[src/rtl/dcga_pkg.sv]
// ----------------------------------------------------------------------------
// dcga_pkg
// Shared types, constants and helpers of the Coulomb grid accumulator.
// ----------------------------------------------------------------------------
package dcga_pkg;

	localparam int GRID_POINTS_DEF = 4096;
	localparam int MAX_DIM_DEF     = 64;

	localparam int IN_DATA_W  = 168;
	localparam int OUT_DATA_W = 64;
	localparam int CFG_IDX_W  = 3;
	localparam int CFG_DATA_W = 32;

	// Index width that holds any linear grid index for range compares.
	localparam int IDX_W  = 17;
	// Signed width of a point coordinate or an offset.
	localparam int POS_W  = 42;
	localparam int MAG_W  = 42;
	localparam int DIST_W = 43;
	localparam int NUM_W  = 56;
	localparam int ACC_W  = 48;

	localparam logic signed [ACC_W-1:0] ACC_MAX = 48'sh7FFF_FFFF_FFFF;
	localparam logic signed [ACC_W-1:0] ACC_MIN = 48'sh8000_0000_0000;
	localparam logic [NUM_W-1:0] QUO_LIM_POS = 56'h00_7FFF_FFFF_FFFF;
	localparam logic [NUM_W-1:0] QUO_LIM_NEG = 56'h00_8000_0000_0000;

	typedef enum logic [1:0] {
		OP_CLEAR = 2'd0,
		OP_ACC   = 2'd1,
		OP_READ  = 2'd2,
		OP_NONE  = 2'd3
	} op_t;

	localparam logic [CFG_IDX_W-1:0] REG_STEP_X   = 3'd0;
	localparam logic [CFG_IDX_W-1:0] REG_STEP_Y   = 3'd1;
	localparam logic [CFG_IDX_W-1:0] REG_ORIGIN_X = 3'd2;
	localparam logic [CFG_IDX_W-1:0] REG_ORIGIN_Y = 3'd3;
	localparam logic [CFG_IDX_W-1:0] REG_PLANE    = 3'd4;
	localparam logic [CFG_IDX_W-1:0] REG_DIR      = 3'd5;
	localparam logic [CFG_IDX_W-1:0] REG_NX       = 3'd6;
	localparam logic [CFG_IDX_W-1:0] REG_NY       = 3'd7;

	localparam logic [1:0] DIR_Z    = 2'd0;
	localparam logic [1:0] DIR_Y    = 2'd1;
	localparam logic [1:0] DIR_X    = 2'd2;
	localparam logic [1:0] DIR_NONE = 2'd3;

	typedef struct packed {
		op_t                op;
		logic signed [31:0] src_x;
		logic signed [31:0] src_y;
		logic signed [31:0] src_z;
		logic signed [31:0] charge;
		logic [5:0]         x_lo;
		logic [5:0]         x_hi;
		logic [5:0]         y_lo;
		logic [5:0]         y_hi;
		logic [11:0]        point_index;
	} item_t;

	typedef struct packed {
		logic [30:0]        step_x;
		logic [30:0]        step_y;
		logic signed [31:0] origin_x;
		logic signed [31:0] origin_y;
		logic signed [31:0] plane;
		logic [1:0]         dir;
		logic [6:0]         nx;
		logic [6:0]         ny;
	} cfg_t;

	typedef struct packed {
		logic init_busy;
		logic take;
	} back_status_t;

	typedef enum logic [11:0] {
		ST_CLR   = 12'h001,
		ST_IDLE  = 12'h002,
		ST_PT    = 12'h004,
		ST_DIFF  = 12'h008,
		ST_SHIFT = 12'h010,
		ST_SQ    = 12'h020,
		ST_SQRT  = 12'h040,
		ST_DIV   = 12'h080,
		ST_MRD   = 12'h100,
		ST_MWR   = 12'h200,
		ST_RRD   = 12'h400,
		ST_ROUT  = 12'h800
	} state_t;

	function automatic logic signed [POS_W-1:0] sext_pos(input logic [31:0] v);
		return {{(POS_W-32){v[31]}}, v};
	endfunction

endpackage

[src/rtl/dcga_front.sv]
// ----------------------------------------------------------------------------
// dcga_front
// Accepts input transactions, decodes them and queues the useful ones.
// ----------------------------------------------------------------------------
module dcga_front (
	input  logic                           clk,
	input  logic                           arst_n,
	input  logic                           s_tvalid,
	output logic                           s_tready,
	// src_x, src_y, src_z, charge, x_lo, x_hi, y_lo, y_hi, point_index, zero pad
	input  logic [dcga_pkg::IN_DATA_W-1:0] s_tdata,
	// op
	input  logic [1:0]                     s_tuser,
	output logic                           q_valid,
	output dcga_pkg::item_t                q_item,
	input  dcga_pkg::back_status_t         status
);
	import dcga_pkg::*;

	localparam int DEPTH = 2;

	item_t      fifo_q [DEPTH];
	logic       wr_ptr_q;
	logic       rd_ptr_q;
	logic [1:0] cnt_q;
	item_t      in_item;
	logic       accept;
	logic       push;
	logic       pop;

	always_comb begin
		in_item.op          = op_t'(s_tuser);
		in_item.src_x       = s_tdata[31:0];
		in_item.src_y       = s_tdata[63:32];
		in_item.src_z       = s_tdata[95:64];
		in_item.charge      = s_tdata[127:96];
		in_item.x_lo        = s_tdata[133:128];
		in_item.x_hi        = s_tdata[139:134];
		in_item.y_lo        = s_tdata[145:140];
		in_item.y_hi        = s_tdata[151:146];
		in_item.point_index = s_tdata[163:152];
	end

	assign s_tready = (cnt_q != 2'(DEPTH)) && !status.init_busy;
	assign accept   = s_tvalid && s_tready;
	// An unused op code is taken and dropped here.
	assign push     = accept && (in_item.op != OP_NONE);
	assign q_valid  = cnt_q != 2'd0;
	assign q_item   = fifo_q[rd_ptr_q];
	assign pop      = q_valid && status.take;

	always_ff @(posedge clk or negedge arst_n) begin
		if (!arst_n) begin
			wr_ptr_q <= 1'b0;
			rd_ptr_q <= 1'b0;
			cnt_q    <= 2'd0;
		end else begin
			if (push) begin
				fifo_q[wr_ptr_q] <= in_item;
				wr_ptr_q         <= !wr_ptr_q;
			end
			if (pop) begin
				rd_ptr_q <= !rd_ptr_q;
			end
			cnt_q <= cnt_q + 2'(push) - 2'(pop);
		end
	end

	a_cnt_bound: assert property (@(posedge clk) disable iff (!arst_n)
		cnt_q <= 2'(DEPTH))
		else $error("queue count exceeds depth");

endmodule

[config.mk]
export PLATFORM = sky130hd
export DESIGN_NAME = dcga_front
export DESIGN_NICKNAME = d
export VERILOG_FILES = /design/src/rtl/dcga_pkg.sv /design/src/rtl/dcga_front.sv
export SDC_FILE = /design/constraint.sdc
export NUM_CORES = 1
export LEC_CHECK = 0
export BUFFER_PORTS_ARGS = -buffer_cell sky130_fd_sc_hd__buf_2
export CAP_MARGIN = 20
export CORE_MARGIN = 3
export CORE_UTILIZATION = 50
export CTS_BUF_LIST = sky130_fd_sc_hd__clkbuf_4
export DETAILED_ROUTE_END_ITERATION = 12
export PLACE_DENSITY = 0.86
export SKIP_CTS_REPAIR_TIMING = 1
export SLEW_MARGIN = 20
export SYNTH_ARGS = -nofsm -noshare
export SYNTH_HDL_FRONTEND = slang
export SYNTH_SLANG_ARGS = --single-unit
[constraint.sdc]
create_clock -name clk -period 19.2 [get_ports clk]
set_input_delay 0 -clock clk [delete_from_list [all_inputs] [get_ports clk]]
set_output_delay 0 -clock clk [all_outputs]
set_load 0.1 [all_outputs]
==> metrics.txt <==
# TYPE chip_impl_metric gauge
chip_impl_metric{name="timing.max_cap.violations",unit=""} 0
chip_impl_info{name="cp_cell_sequence",value="buf_4, mux2_2, buf_2"} 1
chip_impl_metric{name="tightestPinTransition",unit="ns"} 1.011
chip_impl_metric{name="detail_route.first_pass.iterations",unit=""} 4
chip_impl_metric{name="post_synth.cell_area_avg",unit="um^2"} 23.67
chip_impl_metric{name="max_clock_freq",unit="MHz"} 305.3
chip_impl_metric{name="finalHoldViolCount",unit=""} 0
chip_impl_metric{name="critical_path_peak_fanout",unit=""} 66
chip_impl_info{name="cp-end-kind",value="output port"} 1
chip_impl_metric{name="gr-total-overflow",unit=""} 0
chip_impl_metric{name="maxSlewViolCount",unit=""} 0
chip_impl_metric{name="drtIter0Drc",unit=""} 423
chip_impl_info{name="run_status",value="completed"} 1
chip_impl_info{name="synthTopCellsByArea",value="sky130_fd_sc_hd__edfxtp_1 78%, sky130_fd_sc_hd__mux2_4 14%, sky130_fd_sc_hd__mux2_2 4.1%"} 1
chip_impl_info{name="timing.setup.critical_path_class",value="flop to output port"} 1
chip_impl_info{name="critPathTopFamily",value="buffers and inverters"} 1
chip_impl_metric{name="synth-seq-area-share",unit=""} 0.7921
chip_impl_metric{name="clock_latency",unit="ns"} 0.67
chip_impl_metric{name="setup_viol",unit=""} 0
chip_impl_metric{name="die_w",unit="um"} 165.5
chip_impl_metric{name="grtUsageTotal",unit=""} 0.1752
chip_impl_info{name="root_buffer",value="sky130_fd_sc_hd__clkbuf_4"} 1
chip_impl_metric{name="clock-skew-final",unit="ns"} 0.03569
chip_impl_metric{name="synth_area",unit="um^2"} 12710
chip_impl_metric{name="port_buffers",unit=""} 338
chip_impl_metric{name="power_per_cell_area",unit="nW/um^2"} 155.4
chip_impl_metric{name="fin_setup_tns",unit="ns"} 0
chip_impl_metric{name="filler_cell_count",unit=""} 1482
chip_impl_info{name="synthDominantAreaCellType",value="sky130_fd_sc_hd__edfxtp_1"} 1
chip_impl_metric{name="clock_path_buffers",unit=""} 3
chip_impl_metric{name="number_of_antenna_violations_at_the_first_check_in_global_routing",unit=""} 3
chip_impl_metric{name="coreArea",unit="um^2"} 24680
chip_impl_metric{name="finish.utilization",unit=""} 0.7161
chip_impl_metric{name="worst_ep_required_time",unit="ns"} 19.20
chip_impl_info{name="setup.worst_path.start_class",value="flop"} 1
chip_impl_metric{name="io_pins",unit=""} 343
chip_impl_metric{name="num_rows",unit=""} 57
chip_impl_metric{name="drtAntennaViolNets",unit=""} 0
chip_impl_metric{name="timing.critical_path.slowest_cell_delay",unit="ns"} 0.91
chip_impl_metric{name="grt_max_degree",unit=""} 83
chip_impl_metric{name="final_layout_size_suffix_gt1_frac",unit=""} 0.5356
chip_impl_metric{name="dieHeight",unit="um"} 165.5
chip_impl_metric{name="finalWeightedCongestion",unit=""} 0.7236
chip_impl_metric{name="synth.yosys.warnings",unit=""} 0
chip_impl_metric{name="setup_slack",unit="ns"} 15.92
chip_impl_metric{name="start_util",unit=""} 0.5152
chip_impl_metric{name="layout.area.seq",unit="um^2"} 10070
chip_impl_metric{name="global_route_wire_length_before_repair",unit="um"} 36570
chip_impl_metric{name="syn_nets",unit=""} 714
chip_impl_info{name="hold_path_class",value="primary input to flop"} 1
chip_impl_metric{name="htree_num_levels",unit=""} 3
chip_impl_metric{name="post_drt_wl_per_cell",unit="um"} 19.56
chip_impl_metric{name="p_leak",unit="nW"} 7.048
chip_impl_metric{name="grt_pass1_vias",unit=""} 7031
chip_impl_metric{name="vdd_ir_drop_max",unit="mV"} 0.1481
chip_impl_metric{name="final_nets",unit=""} 1326
chip_impl_metric{name="timing.critical_path.buf_inv",unit=""} 2
chip_impl_info{name="cts_tree",value="built"} 1
chip_impl_metric{name="synthesis_stage_register_bit_count",unit=""} 336
chip_impl_metric{name="clk_pin_slew_worst_paths",unit="ns"} 0.06
chip_impl_metric{name="route.vias.total",unit=""} 7436
chip_impl_metric{name="route.detailed.drc",unit=""} 0
chip_impl_metric{name="signal_arrival_time_at_the_worst_endpoint",unit="ns"} 3.28
chip_impl_metric{name="post_synth_inst_count",unit=""} 537
chip_impl_metric{name="routed_via_density",unit=""} 4.886
chip_impl_metric{name="numCtsBuffers",unit=""} 86
chip_impl_info{name="worst_path_max_delay_cell",value="sky130_fd_sc_hd__dfrtp_4"} 1
chip_impl_metric{name="period_needed",unit="ns"} 3.275
chip_impl_metric{name="floorplan.die_area",unit="um^2"} 27370
chip_impl_info{name="grt_setup_unrepaired",value="no"} 1
chip_impl_metric{name="finalCritPeriodShare",unit=""} 0.1706
chip_impl_metric{name="timing.max_slew.rel_slack",unit=""} 0.3260
chip_impl_metric{name="wl",unit="um"} 29770
chip_impl_metric{name="yosys.cell_types.count",unit=""} 19
chip_impl_metric{name="ff2ff_setup_slack",unit="ns"} 16.54
chip_impl_metric{name="footprint_of_the_multi_input_gates",unit="um^2"} 2450
chip_impl_metric{name="share_of_the_synthesized_area_in_the_top_cell_type",unit=""} 0.7843
chip_impl_metric{name="clock_sinks",unit=""} 336
chip_impl_metric{name="synthToLayoutAreaGrowth",unit="%"} 39.01
chip_impl_metric{name="hpwlAfterDp",unit="um"} 16290
chip_impl_metric{name="preCtsSetupSlack",unit="ns"} 16.33
registers in the layout, indices dropped and copies added, names as in the netlist:
name,cells
cnt_q,2
rd_ptr_q,1
fifo_q,332
wr_ptr_q,1
placed cells by master, fill, tap and decap left out, drive strengths merged, types with 2 or more instances in the layout:
master	Yosys	routed
mux2	166	166
edfxtp	332	332
xnor2	3	3
clkinvlp	0	3
dlygate4sd3	0	198
ha	2	2
inv	2	2
clkbuf	0	118
diode	0	3
buf	19	345
dfrtp	4	4
clkinv	0	12
metrics by stage:
step / hold WS (ns) / cell area [um^2] / cells / power, mW
after floorplan: -0.2956 / 12710 / 537 / 2.031
after global placement: -0.1779 / 14680 / 1187 / 2.153
after detailed placement: -0.1732 / 14680 / 1187 / 2.162
after CTS: -0.9089 / 15670 / 1321 / 2.722
after global routing: -0.02106 / 17670 / 1522 / 2.847
final: 0.05270 / 17670 / 1522 / 2.746
worst register-to-register path: stages, from the launching register on:
cell,delay [ns]
sky130_fd_sc_hd__dfrtp_1,0.38
sky130_fd_sc_hd__inv_1,0.08
sky130_fd_sc_hd__a211o_1,0.40
sky130_fd_sc_hd__nor2_4,0.59
sky130_fd_sc_hd__buf_4,0.78
power by group:
group          internal, mW  switching (mW)
registers             0.852          0.0359
logic                 0.303           0.992
clock network         0.294           0.268
Yosys cell counts (all sizes together):
library cell,number
edfxtp,332
mux2,166
buf,19
dfrtp,4
xnor2,3
ha,2
inv,2
a211o,1
a21bo,1
a21oi,1
and2,1
nand2,1
nor2,1
nor3b,1
or2,1
xor2,1
routing by layer:
layer  vias to the layer above  GRT usage  share of wire
met5                         -          0              0
met4                         0    0.07486          0.026
met3                        54    0.07658          0.076
met2                       341     0.3008           0.55
met1                      3633     0.1888           0.35
li1                       3408          -              -
area by class of cell:
cell class	instances	area share
Clock buffer	118	0.05013
Sequential cell	336	0.5701
Multi-Input combinational cell	180	0.1386
Tap cell	324	0.02294
Timing Repair Buffer	543	0.2115
Antenna cell	3	0.0004248
Clock inverter	16	0.005877
Inverter	2	0.0004248
cells by family after synthesis:
kind of cell / after synthesis / synth area share
DFF: 336 / 0.7921
and+or+nand+nor: 5 / 0.002559
muxes: 166 / 0.1825
buffers and inverters: 21 / 0.01624
AOI/OAI and AO/OA: 3 / 0.001870
adders and majority gates: 2 / 0.001968
xor gates and xnor gates: 4 / 0.002756
worst paths after layout:
check	from	endpoint	cells after the start
worst max-delay path	rd_ptr_q$_DFFE_PN0P_	q_item[9]	3
worst min-delay path	s_tdata[69]	fifo_q[0][73]$_DFFE_PP_	2
worst max register to register	cnt_q[0]$_DFF_PN0_	fifo_q[1][122]$_DFFE_PP_	4
worst min register to register	cnt_q[1]$_DFF_PN0_	cnt_q[1]$_DFF_PN0_	1
max in group asynchronous	arst_n	rd_ptr_q$_DFFE_PN0P_	3
min in group asynchronous	arst_n	rd_ptr_q$_DFFE_PN0P_	3
Power figures use the tool's default switching activity.
